--- src/sv/gradient_threshold_edge_map_top_assert.svh ---
// ----------------------------------------------------------------------------
// Assertion macros for the gradient threshold edge map block
// Clocked on clk and disabled while rst_n is low.
// ----------------------------------------------------------------------------
`ifndef GRADIENT_THRESHOLD_EDGE_MAP_TOP_ASSERT_SVH
`define GRADIENT_THRESHOLD_EDGE_MAP_TOP_ASSERT_SVH

// Same-cycle implication.
`define GTEM_ASSERT_NOW(label, cond, prop, msg) \
    label: assert property (@(posedge clk) disable iff (!rst_n) (cond) |-> (prop)) \
        else $error(msg);

// Next-cycle implication.
`define GTEM_ASSERT_NEXT(label, cond, prop, msg) \
    label: assert property (@(posedge clk) disable iff (!rst_n) (cond) |=> (prop)) \
        else $error(msg);

`endif

--- src/sv/gtem_pkg.sv ---
`timescale 1ns / 1ps
// ----------------------------------------------------------------------------
// gtem_pkg
// Shared types, constants and helpers of the gradient threshold edge map.
// ----------------------------------------------------------------------------
package gtem_pkg;

    localparam int DEF_MAX_WIDTH  = 1024;
    localparam int DEF_MAX_HEIGHT = 1024;

    localparam int GREY_W      = 8;
    localparam int THRESH_W    = 8;
    localparam int DIM_W       = 11;
    localparam int CFG_INDEX_W = 2;
    localparam int CFG_DATA_W  = 11;
    localparam int QUEUE_DEPTH = 4;

    localparam logic [THRESH_W-1:0] THRESH_RESET = '0;
    localparam logic [DIM_W-1:0]    DIM_RESET    = 11'd1024;

    localparam logic [GREY_W-1:0] EDGE_VALUE       = 8'd0;
    localparam logic [GREY_W-1:0] BACKGROUND_VALUE = 8'd255;

    typedef enum logic [CFG_INDEX_W-1:0] {
        CFG_THRESHOLD    = 2'd0,
        CFG_IMAGE_WIDTH  = 2'd1,
        CFG_IMAGE_HEIGHT = 2'd2
    } cfg_reg_e;

    // Per-transaction flags handed from the front to the back
    typedef struct packed {
        logic wr_en;      // carries a pixel of the frame
        logic raw_valid;  // raw mark one line back gets computed
        logic below_ok;   // that pixel has a lower row
        logic side_ok;    // that pixel has a lower column
        logic out_valid;  // a result leaves for two lines back
        logic interior;   // that result pixel is off the border
        logic last;       // final pixel of the frame
    } op_flags_t;

    function automatic logic diff_exceeds(input logic [GREY_W-1:0]   a,
                                          input logic [GREY_W-1:0]   b,
                                          input logic [THRESH_W-1:0] th);
        logic [GREY_W-1:0] d;
        begin
            d = (a > b) ? (a - b) : (b - a);
            return d > th;
        end
    endfunction

endpackage

--- src/sv/gtem_if.sv ---
`timescale 1ns / 1ps
// ----------------------------------------------------------------------------
// gtem_pixel_if / gtem_result_if
// Valid/ready channels for incoming pixels and outgoing map values.
// ----------------------------------------------------------------------------
interface gtem_pixel_if;
    import gtem_pkg::*;

    logic              valid;
    logic              ready;
    logic [GREY_W-1:0] grey_pixel;
    logic              flush;

    modport source (output valid, output grey_pixel, output flush, input ready);
    modport sink   (input valid, input grey_pixel, input flush, output ready);
endinterface


--- src/sv/gtem_front.sv ---
`timescale 1ns / 1ps
`include "gradient_threshold_edge_map_top_assert.svh"
// ----------------------------------------------------------------------------
// gtem_front
// Tracks the scan position, latches frame size and classifies transactions.
// ----------------------------------------------------------------------------
module gtem_front #(
    parameter int MAX_WIDTH  = gtem_pkg::DEF_MAX_WIDTH,
    parameter int MAX_HEIGHT = gtem_pkg::DEF_MAX_HEIGHT
) (
    input  logic                                clk,
    input  logic                                rst_n,
    gtem_pixel_if.sink                          pixel,
    input  logic [gtem_pkg::DIM_W-1:0]          image_width,
    input  logic [gtem_pkg::DIM_W-1:0]          image_height,
    output logic                                op_valid,
    input  logic                                op_ready,
    output logic [gtem_pkg::GREY_W-1:0]         op_grey,
    output logic [$clog2(MAX_WIDTH)-1:0]        op_addr,
    output logic [$clog2(MAX_WIDTH)-1:0]        op_raddr,
    output gtem_pkg::op_flags_t                 op_flags
);
    import gtem_pkg::*;

    localparam int CW   = $clog2(MAX_WIDTH);
    localparam int RW   = $clog2(MAX_HEIGHT + 2);
    localparam int CMPW = (CW + 1 > DIM_W) ? CW + 1 : DIM_W;
    localparam int CMPH = (RW > DIM_W) ? RW : DIM_W;

    logic [CW-1:0] in_col_reg, in_col_next;
    logic [RW-1:0] in_row_reg, in_row_next;
    logic [CW-1:0] wm1_reg, wm1_next;
    logic [RW-1:0] h_reg, h_next;

    logic [CMPW-1:0] wide_w;
    logic [CMPH-1:0] wide_h;
    logic [CW-1:0]   wm1_cfg, wm1_cur;
    logic [RW-1:0]   h_cfg, h_cur, h_plus1;
    logic            start, accept, drop, push, col_end;

    // Clamp the configured size into [2, MAX]
    always_comb
    begin
        wide_w = CMPW'(image_width);
        wide_h = CMPH'(image_height);
        if (wide_w < CMPW'(2))
            wm1_cfg = CW'(1);
        else if (wide_w > CMPW'(MAX_WIDTH))
            wm1_cfg = CW'(MAX_WIDTH - 1);
        else
            wm1_cfg = CW'(wide_w - CMPW'(1));
        if (wide_h < CMPH'(2))
            h_cfg = RW'(2);
        else if (wide_h > CMPH'(MAX_HEIGHT))
            h_cfg = RW'(MAX_HEIGHT);
        else
            h_cfg = RW'(wide_h);
    end

    assign start   = (in_row_reg == '0) && (in_col_reg == '0);
    assign wm1_cur = start ? wm1_cfg : wm1_reg;
    assign h_cur   = start ? h_cfg : h_reg;
    assign h_plus1 = RW'(h_cur + 1'b1);
    assign col_end = (in_col_reg == wm1_cur);

    assign pixel.ready = op_ready;
    assign accept      = pixel.valid && op_ready;
    // Flush before the frame is complete carries nothing
    assign drop        = pixel.flush && (in_row_reg < h_cur);
    assign push        = accept && !drop;

    always_comb
    begin
        op_flags.wr_en     = in_row_reg < h_cur;
        op_flags.raw_valid = (in_row_reg >= RW'(1)) && (in_row_reg <= h_cur);
        op_flags.below_ok  = in_row_reg < h_cur;
        op_flags.side_ok   = in_col_reg < wm1_cur;
        op_flags.out_valid = in_row_reg >= RW'(2);
        op_flags.interior  = (in_row_reg >= RW'(3)) && (in_row_reg <= h_cur)
                             && (in_col_reg != '0) && (in_col_reg < wm1_cur);
        op_flags.last      = (in_row_reg == h_plus1) && col_end;
    end

    assign op_valid = push;
    assign op_grey  = pixel.grey_pixel;
    assign op_addr  = in_col_reg;
    assign op_raddr = col_end ? '0 : CW'(in_col_reg + 1'b1);

    always_comb
    begin
        in_col_next = in_col_reg;
        in_row_next = in_row_reg;
        wm1_next    = wm1_reg;
        h_next      = h_reg;
        if (push)
        begin
            wm1_next = wm1_cur;
            h_next   = h_cur;
            if (op_flags.last)
            begin
                in_col_next = '0;
                in_row_next = '0;
            end
            else if (col_end)
            begin
                in_col_next = '0;
                in_row_next = RW'(in_row_reg + 1'b1);
            end
            else
            begin
                in_col_next = CW'(in_col_reg + 1'b1);
            end
        end
    end

    always_ff @(posedge clk or negedge rst_n)
    begin
        if (!rst_n)
        begin
            in_col_reg <= '0;
            in_row_reg <= '0;
            wm1_reg    <= CW'(1);
            h_reg      <= RW'(2);
        end
        else
        begin
            in_col_reg <= in_col_next;
            in_row_reg <= in_row_next;
            wm1_reg    <= wm1_next;
            h_reg      <= h_next;
        end
    end

    `GTEM_ASSERT_NEXT(a_drop_holds_position, accept && drop,
        $stable(in_col_reg) && $stable(in_row_reg), "dropped flush moved the scan position")
    `GTEM_ASSERT_NEXT(a_last_restarts_frame, push && op_flags.last,
        (in_row_reg == '0) && (in_col_reg == '0), "frame did not restart after last pixel")

endmodule

--- src/flat_wrapper.sv ---
// flat-port wrapper written by rule: the top's interface ports become plain ports
module gtem_front_flat import gtem_pkg::*;
#(
    parameter int MAX_WIDTH  = gtem_pkg::DEF_MAX_WIDTH,
    parameter int MAX_HEIGHT = gtem_pkg::DEF_MAX_HEIGHT
)
  (clk, rst_n, image_width, image_height, op_valid, op_ready, op_grey, op_addr, op_raddr, op_flags, pixel_valid, pixel_grey_pixel, pixel_flush, pixel_ready);
  gtem_pixel_if pixel_i ();
  input  logic clk;
  input  logic rst_n;
  input  logic [gtem_pkg::DIM_W-1:0] image_width;
  input  logic [gtem_pkg::DIM_W-1:0] image_height;
  output logic op_valid;
  input  logic op_ready;
  output logic [gtem_pkg::GREY_W-1:0] op_grey;
  output logic [$clog2(MAX_WIDTH)-1:0] op_addr;
  output logic [$clog2(MAX_WIDTH)-1:0] op_raddr;
  output gtem_pkg::op_flags_t op_flags;
  input wire logic [$bits(pixel_i.valid)-1:0] pixel_valid;
  input wire logic [$bits(pixel_i.grey_pixel)-1:0] pixel_grey_pixel;
  input wire logic [$bits(pixel_i.flush)-1:0] pixel_flush;
  output wire logic [$bits(pixel_i.ready)-1:0] pixel_ready;
  assign pixel_i.valid = pixel_valid;
  assign pixel_i.grey_pixel = pixel_grey_pixel;
  assign pixel_i.flush = pixel_flush;
  assign pixel_ready = pixel_i.ready;
  gtem_front #(.MAX_WIDTH(MAX_WIDTH), .MAX_HEIGHT(MAX_HEIGHT)) u_core (.clk(clk), .rst_n(rst_n), .pixel(pixel_i), .image_width(image_width), .image_height(image_height), .op_valid(op_valid), .op_ready(op_ready), .op_grey(op_grey), .op_addr(op_addr), .op_raddr(op_raddr), .op_flags(op_flags));
endmodule
--- config.mk ---
export PLATFORM = sky130hd
export DESIGN_NAME = gtem_front_flat
export DESIGN_NICKNAME = d
export VERILOG_FILES = /design/src/sv/gtem_pkg.sv /design/src/sv/gtem_if.sv /design/src/sv/gtem_front.sv /design/src/flat_wrapper.sv
export VERILOG_INCLUDE_DIRS = /design/src /design/src/sv
export SDC_FILE = /design/constraint.sdc
export NUM_CORES = 1
export LEC_CHECK = 0
export BUFFER_PORTS_ARGS = -buffer_cell sky130_fd_sc_hd__buf_4
export CAP_MARGIN = 40
export CORE_MARGIN = 3
export CORE_UTILIZATION = 58
export CTS_CLUSTER_DIAMETER = 200
export CTS_CLUSTER_SIZE = 14
export DETAILED_ROUTE_END_ITERATION = 8
export PLACE_DENSITY = 0.8
export REMOVE_ABC_BUFFERS = 1
export SKIP_CTS_REPAIR_TIMING = 1
export SYNTH_ARGS = -nofsm -noshare
export SYNTH_HDL_FRONTEND = slang
export SYNTH_SLANG_ARGS = --single-unit
--- constraint.sdc ---
create_clock -name clk -period 9.9 [get_ports clk]
set_input_delay 1.485 -clock clk [delete_from_list [all_inputs] [get_ports clk]]
set_output_delay 1.485 -clock clk [all_outputs]
set_load 0.005 [all_outputs]
==> key figures <==
Run status
  • Run status: finished clean

GRT
  • GRT overflow: 0
  • First-pass GRT wire length: 16.55 mm
  • Number of global-route vias before repair: 3417
  • Tot GR Track Use: 27.18%
  • Antenna violations before repair: 0
  • Largest net degree at the start of global routing: 43

Synthesis
  • Synth Register Bits: 42
  • Synthesized area: 3857 um^2
  • Synth area leaders: dfrtp_1, ha_1, nand2_1, xnor2_1, a21oi_1
  • Synth Area per Inst: 7.954 um^2
  • Synth top area share: 25.95%
  • YS warnings: 0
  • Predominant post-synthesis flop cell: dfrtp_1
  • Top cell type by total area after synthesis: dfrtp_1
  • Count of different cell masters after synthesis: 66
  • Sequential area share after synthesis: 27.31%
  • Async S/R FF share, synth: 100.0%
  • Synth Instances: 485
  • Number of synthesized flops with an enable pin: 0

Pwr
  • NetSw: 410.5 uW
  • Int Pwr: 499.6 uW
  • Clk pwr share: 12.5%
  • Comb power frac: 56.7%
  • Net Sw Frac: 45.11%
  • Seq pwr share: 30.8%
  • Lkg Pwr: 0.001874 uW
  • Pwr Density: 212.4 nW/um^2
  • Pwr Total: 910.0 uW
  • Max VDD drop: 0.2317 mV

Critical path
  • CP Max Fanout: 8
  • CP max stage cell: or4_1
  • Crit path DAT: 5310 ps
  • WP buf/inv: 3
  • Crit path launch type: input port
  • Critical path data required time: 8420 ps
  • Crit. End Element: output port
  • CP max stage delay: 700 ps
  • Delay-heaviest family, CP: simple AND/OR/NAND/NOR gates
  • Worst Path Class, Setup: input port to output port
  • Worst path cell trace: buf_4 -> nor3_1 -> nor3b_1 -> nand2_1 -> o21a_1 -> inv_1 -> a21oi_1 -> a21oi_1 -> ha_1 -> nand2_1 -> or4_1 -> nor3_1 -> and3b_1 -> nor4b_1 -> nor4b_4 -> buf_4

Floorplanning
  • Die width: 87.55 um
  • Core Area: 6386 um^2
  • IO Pins: 72
  • Site Rows: 29
  • Starting Density: 60.40%
  • Die H: 87.55 um
  • Die area: 7665 um^2

Clocking
  • Clock sinks: 42
  • Clk_lat worst skew: 300 ps
  • H-tree lvl count: 2
  • Clk slew on worst S/H paths: 80 ps
  • CTS tree: yes
  • Maximum clock path buffer count: 2
  • Root Buffer: clkbuf_8
  • Number of buffers created by CTS: 5

Placed design
  • Dpl cell area: 4197 um^2
  • Port buffer count: 55
  • Placed insts: 586
  • Placed wire-length estimate: 7.699 mm
  • Routability cong.: 0.9775

Detailed routing
  • DRT iter0 DRCs: 373
  • Antenna-violating nets left: 0
  • Drt via density: 6.310
  • Pre-antenna DRT Iters: 5
  • Total wire length: 10.27 mm
  • DRC violation count after routing: 0
  • Wire per inst: 17.28 um
  • Vias: 3748

Finish
  • Design Area, Final: 4284 um^2
  • Share of cells above drive strength 1: 16.63%
  • N_diodes: 0
  • Final Non-Filler Cells: 594
  • Layout fillers: 550
  • Layout net count: 577
  • Area delta synth->final: 11.06%

Timing
  • Max Fclk: 147.3 MHz
  • Tcrit/Tclk final: 68.60%
  • Worst slew pin tran: 675.9 ps
  • Setup Viol. Count Final: 0
  • Final hold vios: 0
  • Slew Limit Headroom: 54.37%
  • RSZ-0062 raised after global routing: false
  • Slew Viols, Final: 0
  • Setup TNS Final: 0 ps
  • Fin Clk Skew: 9.014 ps
  • Final period demand of the worst path: 6791 ps

Flow run
  • Max-cap violations: 0

Min path
  • Hold Path Class: register to register
## per-layer routing
metal,track usage [%],vias up,share of wire [%]
li1,-,1791,-
met1,39.30,1730,44
met2,42.05,214,46
met3,4.139,13,8.9
met4,8.089,0,1.3
met5,0,-,0
## Yosys cell counts, types with 5 or more instances
cell type and number:
ha_1 26, dfrtp_1 40, nor2_1 37, buf_4 10, nand4_1 9, nand2_1 65
xor2_1 11, buf_2 7, a21o_1 6, clkbuf_1 14, nand3_1 17, o21ai_0 32
xnor2_1 20, mux2i_1 5, a21oi_1 34, inv_1 18, o21a_1 5, nand2b_1 7
nor4_1 13, nor3_1 17, nor2b_1 8, or3_1 7, and3_1 5, o211ai_1 5
## cell type report
| type | count | area (um^2) | area share (%) |
|---|---|---|---|
| clock buffers | 6 | 72.57 | 1.694 |
| well taps | 77 | 96.34 | 2.249 |
| multi-input cells | 391 | 2542 | 59.35 |
| flip-flops and latches | 42 | 1054 | 24.59 |
| inverters | 19 | 76.32 | 1.782 |
| repair buffers | 57 | 427.9 | 9.988 |
| clock inverters | 2 | 15.01 | 0.3505 |
## power by group through the flow
stage	Combinational, uW	Clock [uW]	Sequential (uW)
4_1_cts	514	116	278
6_report	516	114	280
5_1_grt	569	122	287
3_5_place_dp	511	0	282
2_1_floorplan	312	0	265
3_3_place_gp	498	0	280
## per-stage QoR
stage	hold slack [ps]	setup WS [ps]	util, %
CTS	495.7	3146	67.08
detailed placement	477.3	3107	65.71
global placement	467.5	3278	65.71
floorplan	450.2	3903	-
finish	488.7	3109	67.08
global route	526.7	2736	67.08
## layout by cell type (no fill, tap or decap), types with 6 or more instances in the layout
cell type  Yosys  layout
nor2_1        37      37
or3_1          7       7
a21oi_1       34      34
nand2_1       65      65
o21ai_0       32      32
nor3_1        17      17
dfrtp_1       40      40
buf_4         10      57
a21o_1         6       6
inv_1         18      18
nand4_1        9       9
nor2b_1        8       8
nand2b_1       7       7
nand3_1       17      17
ha_1          26      26
xnor2_1       20      20
xor2_1        11      11
nor4_1        13      13
## worst paths after layout
check                                           from                    to  slack, ps  depth (start not counted)
worst max-delay path                  image_width[1]           op_flags[0]       3110                         16
worst min register to register     u_core.wm1_reg[6]     u_core.wm1_reg[6]        490                          2
max in group asynchronous                      rst_n       u_core.h_reg[1]       8350                          1
worst min-delay path               u_core.wm1_reg[6]     u_core.wm1_reg[6]        490                          2
min in group asynchronous                      rst_n       u_core.h_reg[7]       1170                          1
worst max register to register  u_core.in_row_reg[3]  u_core.in_row_reg[9]       4850                         15
## worst reg2reg max path, cell delays in order (launching register included)
cell and delay, ps:
dfrtp_1 510, nor3_1 430, and3_1 530, nand3_1 240, a31o_2 340, a21oi_1 160, a21oi_1 80, ha_1 340
nand2_1 70, or4_1 700, nor3_1 230, and3b_1 170, nor4b_1 250, nor4b_4 440, and3b_1 350, nor2_1 90
## kinds of logic (layout without fill, tap and decap cells)
logic type | after synthesis | count (layout) | synth area share [%]
xor+xnor | 31 | 31 | 7.039
buf+inv | 52 | 84 | 6.779
compound gates | 108 | 108 | 17.35
fa+ha+maj | 26 | 26 | 8.433
mux | 8 | 8 | 2.368
simple gates | 218 | 218 | 30.72
flops | 42 | 42 | 27.31
(Power assumes the default switching activity.)
