[src/sv/gradient_threshold_edge_map_top_assert.svh]
// ----------------------------------------------------------------------------
// Assertion macros for the gradient threshold edge map block
// Clocked on clk and disabled while rst_n is low.
// ----------------------------------------------------------------------------
`ifndef GRADIENT_THRESHOLD_EDGE_MAP_TOP_ASSERT_SVH
`define GRADIENT_THRESHOLD_EDGE_MAP_TOP_ASSERT_SVH

// Same-cycle implication.
`define GTEM_ASSERT_NOW(label, cond, prop, msg) \
    label: assert property (@(posedge clk) disable iff (!rst_n) (cond) |-> (prop)) \
        else $error(msg);

// Next-cycle implication.
`define GTEM_ASSERT_NEXT(label, cond, prop, msg) \
    label: assert property (@(posedge clk) disable iff (!rst_n) (cond) |=> (prop)) \
        else $error(msg);

`endif

[src/sv/gtem_pkg.sv]
`timescale 1ns / 1ps
// ----------------------------------------------------------------------------
// gtem_pkg
// Shared types, constants and helpers of the gradient threshold edge map.
// ----------------------------------------------------------------------------
package gtem_pkg;

    localparam int DEF_MAX_WIDTH  = 1024;
    localparam int DEF_MAX_HEIGHT = 1024;

    localparam int GREY_W      = 8;
    localparam int THRESH_W    = 8;
    localparam int DIM_W       = 11;
    localparam int CFG_INDEX_W = 2;
    localparam int CFG_DATA_W  = 11;
    localparam int QUEUE_DEPTH = 4;

    localparam logic [THRESH_W-1:0] THRESH_RESET = '0;
    localparam logic [DIM_W-1:0]    DIM_RESET    = 11'd1024;

    localparam logic [GREY_W-1:0] EDGE_VALUE       = 8'd0;
    localparam logic [GREY_W-1:0] BACKGROUND_VALUE = 8'd255;

    typedef enum logic [CFG_INDEX_W-1:0] {
        CFG_THRESHOLD    = 2'd0,
        CFG_IMAGE_WIDTH  = 2'd1,
        CFG_IMAGE_HEIGHT = 2'd2
    } cfg_reg_e;

    // Per-transaction flags handed from the front to the back
    typedef struct packed {
        logic wr_en;      // carries a pixel of the frame
        logic raw_valid;  // raw mark one line back gets computed
        logic below_ok;   // that pixel has a lower row
        logic side_ok;    // that pixel has a lower column
        logic out_valid;  // a result leaves for two lines back
        logic interior;   // that result pixel is off the border
        logic last;       // final pixel of the frame
    } op_flags_t;

    function automatic logic diff_exceeds(input logic [GREY_W-1:0]   a,
                                          input logic [GREY_W-1:0]   b,
                                          input logic [THRESH_W-1:0] th);
        logic [GREY_W-1:0] d;
        begin
            d = (a > b) ? (a - b) : (b - a);
            return d > th;
        end
    endfunction

endpackage

[src/sv/gtem_queue.sv]
`timescale 1ns / 1ps
`include "gradient_threshold_edge_map_top_assert.svh"
// ----------------------------------------------------------------------------
// gtem_queue
// Short first-in first-out queue between the front and the back.
// ----------------------------------------------------------------------------
module gtem_queue #(
    parameter int DATA_W = 8
) (
    input  logic              clk,
    input  logic              rst_n,
    input  logic              push,
    input  logic [DATA_W-1:0] push_data,
    output logic              full,
    input  logic              pop,
    output logic              head_valid,
    output logic [DATA_W-1:0] head_data
);
    import gtem_pkg::*;

    localparam int PTR_W = $clog2(QUEUE_DEPTH);
    localparam int CNT_W = $clog2(QUEUE_DEPTH + 1);

    logic [DATA_W-1:0] slot_reg [QUEUE_DEPTH];
    logic [PTR_W-1:0]  wr_ptr_reg, wr_ptr_next;
    logic [PTR_W-1:0]  rd_ptr_reg, rd_ptr_next;
    logic [CNT_W-1:0]  count_reg, count_next;
    logic              do_push, do_pop;

    assign full       = (count_reg == CNT_W'(QUEUE_DEPTH));
    assign head_valid = (count_reg != '0);
    assign head_data  = slot_reg[rd_ptr_reg];
    assign do_push    = push && !full;
    assign do_pop     = pop && head_valid;

    always_comb
    begin
        wr_ptr_next = wr_ptr_reg;
        rd_ptr_next = rd_ptr_reg;
        count_next  = count_reg;
        if (do_push)
            wr_ptr_next = (wr_ptr_reg == PTR_W'(QUEUE_DEPTH - 1)) ? '0
                                                                  : PTR_W'(wr_ptr_reg + 1'b1);
        if (do_pop)
            rd_ptr_next = (rd_ptr_reg == PTR_W'(QUEUE_DEPTH - 1)) ? '0
                                                                  : PTR_W'(rd_ptr_reg + 1'b1);
        if (do_push && !do_pop)
            count_next = CNT_W'(count_reg + 1'b1);
        else if (do_pop && !do_push)
            count_next = CNT_W'(count_reg - 1'b1);
    end

    always_ff @(posedge clk or negedge rst_n)
    begin
        if (!rst_n)
        begin
            wr_ptr_reg <= '0;
            rd_ptr_reg <= '0;
            count_reg  <= '0;
        end
        else
        begin
            wr_ptr_reg <= wr_ptr_next;
            rd_ptr_reg <= rd_ptr_next;
            count_reg  <= count_next;
        end
    end

    always_ff @(posedge clk)
    begin
        if (do_push)
            slot_reg[wr_ptr_reg] <= push_data;
    end

    `GTEM_ASSERT_NEXT(a_count_tracks_push, do_push && !do_pop,
        count_reg == CNT_W'($past(count_reg) + 1'b1), "queue count missed a push")

endmodule

[config.mk]
export PLATFORM = sky130hd
export DESIGN_NAME = gtem_queue
export DESIGN_NICKNAME = d
export VERILOG_FILES = /design/src/sv/gtem_pkg.sv /design/src/sv/gtem_queue.sv
export VERILOG_INCLUDE_DIRS = /design/src /design/src/sv
export SDC_FILE = /design/constraint.sdc
export NUM_CORES = 1
export LEC_CHECK = 0
export BUFFER_PORTS_ARGS = -buffer_cell sky130_fd_sc_hd__buf_2
export CORE_MARGIN = 4
export CORE_UTILIZATION = 58
export CTS_BUF_LIST = sky130_fd_sc_hd__clkbuf_8
export CTS_CLUSTER_DIAMETER = 30
export DETAILED_ROUTE_END_ITERATION = 10
export GPL_ROUTABILITY_DRIVEN = 0
export PLACE_DENSITY = 0.8
export SETUP_SLACK_MARGIN = 0.5
export SKIP_LAST_GASP = 1
export SLEW_MARGIN = 10
export SYNTH_ARGS = -nofsm -noshare
export SYNTH_HDL_FRONTEND = slang
export SYNTH_SLANG_ARGS = --single-unit
[constraint.sdc]
create_clock -name clk -period 2.9 [get_ports clk]
set_input_delay 0.29 -clock clk [delete_from_list [all_inputs] [get_ports clk]]
set_output_delay 0.29 -clock clk [all_outputs]
set_load 0.02 [all_outputs]
==> flow_metrics.tcl, run 1 <==
set metrics [dict create \
    setup_tns_ns 0 \
    fin_crit_ns 2.17 \
    antenna_found_initial 0 \
    rows 18 \
    clock_sinks 39 \
    die_w_microns 61.0 \
    worstSetupEndpointType "register" \
    min_path_cells 1 \
    synth_top_area_frac 0.589 \
    synth_area_per_cell_sq_um 20.7 \
    layout_common_cells "32 x edfxtp_1, 21 x buf_2, 8 x mux4_2, 7 x dfrtp_1, 6 x ha_1" \
    ir_worst_vdd_v 0.000746 \
    cp_max_fo 4 \
    hold_viol 0 \
    first_global_vias 810 \
    fin_crit_sh 0.749 \
    start_util 0.630 \
    cts_tree "built" \
    critPathSlowestCell "dfrtp_1" \
    slew-limit-headroom 0.596 \
    cp.required_ns 3.11 \
    setup_violations 0 \
    yosysSeqAreaShare 0.696 \
    die_h_microns 61.0 \
    nets 124 \
    finalMaxSlewViolations 0 \
    cts_buffers 5 \
    grt_pass1_wl_microns 3910 \
    ys_seq_elements 39 \
    holdPathEnd "slot_reg[3][3]" \
    drt_iter0_markers 18 \
    startpoint_type "register" \
    cts.htree.levels 2 \
    fin_skew_ns 0.00355 \
    reg2regPathDepth 8 \
    synth_top_cell_by_area "edfxtp_1" \
    max_freq_ghz 0.461 \
    synthToLayoutAreaGrowth_pct 13.1 \
    leakagePower_uw 0.000716 \
    status "finished, final reports clean" \
    via_per_inst 5.55 \
    p_total_uw 1890 \
    overflow 0 \
    drc 0 \
    critPathKind "reg -> reg" \
    syn_area_sq_mm 0.00163 \
    io_pins 22 \
    drv_cap 0 \
    num_vias 755 \
    reg2reg_slack_ns 0.73 \
    clockRootBuffer "clkbuf_8" \
    ant_nets 0 \
    hp-class "in -> reg" \
    synth_cells 79 \
    grt_max_degree 12 \
    rsz0062_at_grt "no" \
    wl_per_cell_microns 18.2 \
    cts.clk_slew.worst_paths_ns 0.07 \
    dp.cells 127 \
    fill_cells 164 \
    postCtsResizedCells 0 \
    path_cells "or3_4 -> nand2_4 -> ha_1 -> inv_1 -> fa_1 -> xor2_1 -> nor2_1 -> xor2_1" \
    mostFrequentLayoutCell "edfxtp_1" \
    crit_top_cell "xor2_1" \
    synth-warning-count 0 \
    coreArea_sq_mm 0.00259 \
    io_buffer_count 21 \
    wl_microns 2470 \
    dp.final_hpwl_microns 1760 \
    drtPass1Iterations 2 \
    max_stage_delay_ns 0.46 \
    clk_path_buf_depth 2 \
    r2r_end "count_reg[2]" \
    reg2reg_from "count_reg[0]" \
    worstPathArrival_ns 2.38 \
    die_area_sq_mm 0.00373 \
    ys_types 19 \
    worstMarginPinSlew_ns 0.606 \
    diodes 0 \
    min_from "push_data[3]" \
    grtUsageTotal 0.161 \
    synth_area_leaders "edfxtp_1 59%, mux4_2 11%, dfrtp_1 11%" \
    fin_cells 136 \
    largest_register_ffs 32 \
    clk-insertion-delay-late_ns 0.29 \
    drive_gt1_frac 0.453 \
    power_density_mw_per_mm2 1030 \
    syn_nets 98 \
]
[area by class of cell]
type	instances	area (sq um)	share of cell area
Clock buffer	5	68.8	0.0373
Clock inverter	3	12.5	0.00678
Sequential cell	39	1140	0.616
Timing Repair Buffer	22	115	0.0624
Multi-Input combinational cell	34	464	0.252
Tap cell	30	37.5	0.0203
Inverter	3	11.3	0.00610
[layer usage]
metal / track usage / vias up / wire, microns
li1: - / 353 / -
met1: 0.178 / 381 / 962
met2: 0.273 / 15 / 1340
met3: 0.0692 / 6 / 120
met4: 0.0650 / 0 / 43
met5: 0 / - / 0
[through the flow]
| step | hold WS, ns | setup WS, ns | cell area (sq um) | util |
|---|---|---|---|---|
| floorplan | -0.00559 | 0.844 | 1630 | - |
| global placement | 0.129 | 0.869 | 1750 | 0.677 |
| detailed placement | 0.130 | 0.707 | 1750 | 0.677 |
| CTS | 0.208 | 0.720 | 1850 | 0.713 |
| global route | 0.207 | 0.588 | 1850 | 0.713 |
| finish | 0.220 | 0.729 | 1850 | 0.713 |
[worst max-delay path by stage]
| stage | cells past startpoint | end | from |
|---|---|---|---|
| after floorplan | 8 | count_reg[2] | count_reg[0] |
| after global placement | 8 | count_reg[2] | count_reg[0] |
| after detailed placement | 8 | count_reg[2] | count_reg[0] |
| after CTS | 8 | count_reg[2] | count_reg[0] |
| after global routing | 8 | count_reg[2] | count_reg[0] |
| final | 8 | count_reg[2] | count_reg[0] |
[power breakdown]
part | internal (uW) | total, uW | switching (uW)
Combinational | 343 | 660 | 318
Sequential | 758 | 894 | 136
Clock | 162 | 340 | 179
[critical path, delay by kind of cell (launching register included)]
kind | cells | cell delay, ns
buffers and inverters | 1 | 0.06
flip-flops | 1 | 0.46
adder cells (fa/ha/maj) | 2 | 0.57
XOR/XNOR | 2 | 0.34
AND/OR/NAND/NOR | 3 | 0.65
[logic make-up (layout without fill, tap and decap cells)]
family | count (synthesis) | after routing | synth area share
XOR/XNOR | 3 | 3 | 0.0161
AND/OR/NAND/NOR | 11 | 11 | 0.0560
adder cells (fa/ha/maj) | 7 | 7 | 0.0583
multiplexers | 13 | 13 | 0.154
flip-flops | 39 | 39 | 0.696
buffers and inverters | 6 | 33 | 0.0192
[Yosys cell counts]
master    instances
edfxtp_1         32
mux4_2            8
dfrtp_1           7
ha_1              6
and2_2            4
mux2_4            4
inv_1             3
nor2_1            3
xor2_1            2
buf_2             1
buf_6             1
clkbuf_1          1
fa_1              1
mux2_2            1
nand2_4           1
nor2b_2           1
nor3b_4           1
or3_4             1
xnor2_1           1
[timing repair]
action / CTS / global route
buffers inserted: 0 / 0
hold buffers: 1 / 0
endpoints found under the setup margin: 0 / 0
endpoints found under the hold margin: 7 / 0
Power figures use the tool's default switching activity.
==> run 2, diff against run 1 <==
==> constraint.sdc (replaced) <==
create_clock -name clk -period 2.08 [get_ports clk]
set_input_delay 0.208 -clock clk [delete_from_list [all_inputs] [get_ports clk]]
set_output_delay 0.208 -clock clk [all_outputs]
set_load 0.02 [all_outputs]
==> run 2 against run 1 <==
  * Cell count grew 12%
  * First-iteration DRC count grew to 2.9 times the previous value
  * Wire length grew 26%
  * Sequential share of layout area shrank 6.5 points
  * Die area is the same
  * Global-route usage grew 2.0 points
  * Sequential power grew 35%
  * Sequential cell count is the same
  * Critical endpoint unchanged
==> flow_metrics.tcl, run 2 (synthesis gave the netlist of run 1 again) <==
set metrics [dict create \
    status "finished, final reports clean" \
    setup_tns_ns 0 \
    clk-insertion-delay-late_ns 0.28 \
    grtUsageTotal 0.181 \
    min_path_cells 1 \
    max_stage_delay_ns 0.42 \
    fin_ws_ns 0.144 \
    min_from "push_data[5]" \
    cp.required_ns 2.28 \
    r2r_end "count_reg[2]" \
    num_vias 842 \
    largest_register_ffs 32 \
    diodes 0 \
    fin_skew_ns 0.00751 \
    dp.cells 128 \
    max_freq_ghz 0.517 \
    critPathKind "reg -> reg" \
    cts.htree.levels 2 \
    design_area_sq_mm 0.00207 \
    reg2regPathDepth 8 \
    io_pins 22 \
    leakagePower_uw 0.000816 \
    worstPathArrival_ns 2.14 \
    io_buffer_count 21 \
    worstMarginPinSlew_ns 0.450 \
    slew-limit-headroom 0.700 \
    ant_nets 0 \
    postPlaceCellArea_sq_mm 0.00178 \
    drtPass1Iterations 4 \
    clock_sinks 39 \
    hold_viol 0 \
    fill_cells 139 \
    first_global_vias 920 \
    holdPathEnd "slot_reg[0][5]" \
    drive_gt1_frac 0.566 \
    nets 140 \
    cts_tree "built" \
    rows 18 \
    drc 0 \
    cp_max_fo 2 \
    dp_slack_ns 0.0540 \
    setup_violations 0 \
    clk_path_buf_depth 2 \
    die_area_sq_mm 0.00373 \
    via_per_inst 5.54 \
    reg2reg_slack_ns 0.14 \
    critPathSlowestCell "dfrtp_2" \
    reg2reg_from "count_reg[1]" \
    startpoint_type "register" \
    synthToLayoutAreaGrowth_pct 27.1 \
    cts.clk_slew.worst_paths_ns 0.07 \
    overflow 0 \
    grt_max_degree 12 \
    die_w_microns 61.0 \
    crit_top_cell "xor2_1" \
    path_cells "or3_4 -> nand2_4 -> ha_4 -> inv_2 -> fa_2 -> xor2_1 -> nor2_1 -> xor2_1" \
    clockRootBuffer "clkbuf_8" \
    coreArea_sq_mm 0.00259 \
    p_total_uw 3140 \
    worstSetupEndpointType "register" \
    fin_cells 152 \
    die_h_microns 61.0 \
    layout_common_cells "32 x edfxtp_1, 14 x buf_6, 12 x buf_2, 10 x buf_4, 8 x mux4_2" \
    finalMaxSlewViolations 0 \
    dp.final_hpwl_microns 1880 \
    drv_cap 0 \
    start_util 0.630 \
    drt_iter0_markers 52 \
    grt_pass1_wl_microns 4570 \
    wl_per_cell_microns 20.4 \
    wl_microns 3110 \
    mostFrequentLayoutCell "edfxtp_1" \
    power_density_mw_per_mm2 1510 \
    hp-class "in -> reg" \
    rsz0062_at_grt "yes" \
    cts_buffers 5 \
    antenna_found_initial 0 \
    fin_crit_ns 1.94 \
    fin_crit_sh 0.931 \
    ir_worst_vdd_v 0.00133 \
]
==> run 2: changes by cell type in the layout (fill, tap and decap cells not counted), moves of 3 or more <==
cell / change
and2_2: -4
buf_4: +10
and2_4: +4
dfrtp_1: -3
buf_2: -9
buf_6: +14
==> run 2: power breakdown <==
part	switching, uW	internal (uW)
clock	238	224
combinational	637	834
sequential	138	1070
total	1010	2130
==> run 2: layout make-up <==
class / count / area (sq um) / share of cell area
clock buffer: 5 / 68.8 / 0.0332
clock inverter: 3 / 11.3 / 0.00543
inverter: 3 / 11.3 / 0.00543
multi-input combinational: 34 / 484 / 0.234
sequential: 39 / 1140 / 0.551
tap: 30 / 37.5 / 0.0181
timing repair buffer: 38 / 318 / 0.153
==> run 2: routing by layer <==
metal | global-route usage | wire length [microns] | up-vias
met5 | 0 | 0 | -
met2 | 0.323 | 1770 | 35
met4 | 0.0526 | 51 | 0
li1 | - | - | 386
met3 | 0.0482 | 156 | 4
met1 | 0.215 | 1140 | 417
==> run 2: how the worst max path moves through the flow <==
stage / startpoint / endpoint / cells past startpoint
final: count_reg[1] / count_reg[2] / 8
after floorplan: count_reg[1] / count_reg[1] / 7
after CTS: count_reg[1] / count_reg[2] / 8
after global placement: count_reg[1] / count_reg[2] / 8
after detailed placement: count_reg[1] / count_reg[2] / 8
after global routing: count_reg[0] / count_reg[1] / 7
==> run 2: critical path: cells and delay by family, from the launching register on <==
kind	cells	cell delay, ns
buffers and inverters	1	0.04
and+or+nand+nor	3	0.64
xor gates and xnor gates	2	0.29
adders and majority gates	2	0.47
DFF	1	0.42
==> run 2: what timing repair did <==
| action | in CTS | in global routing |
|---|---|---|
| hold buffers | 1 | 0 |
| endpoints found under the setup margin | 34 | 45 |
| resized for setup | 22 | 12 |
| endpoints found under the hold margin | 7 | 0 |
| setup buffers | 12 | 3 |
| pin swaps | 9 | 1 |
==> run 2: through the flow <==
stage | utilization | hold slack, ns
global route | 0.800 | 0.131
detailed placement | 0.686 | 0.0578
finish | 0.800 | 0.136
floorplan | - | -0.0876
CTS | 0.777 | 0.134
global placement | 0.686 | 0.0496
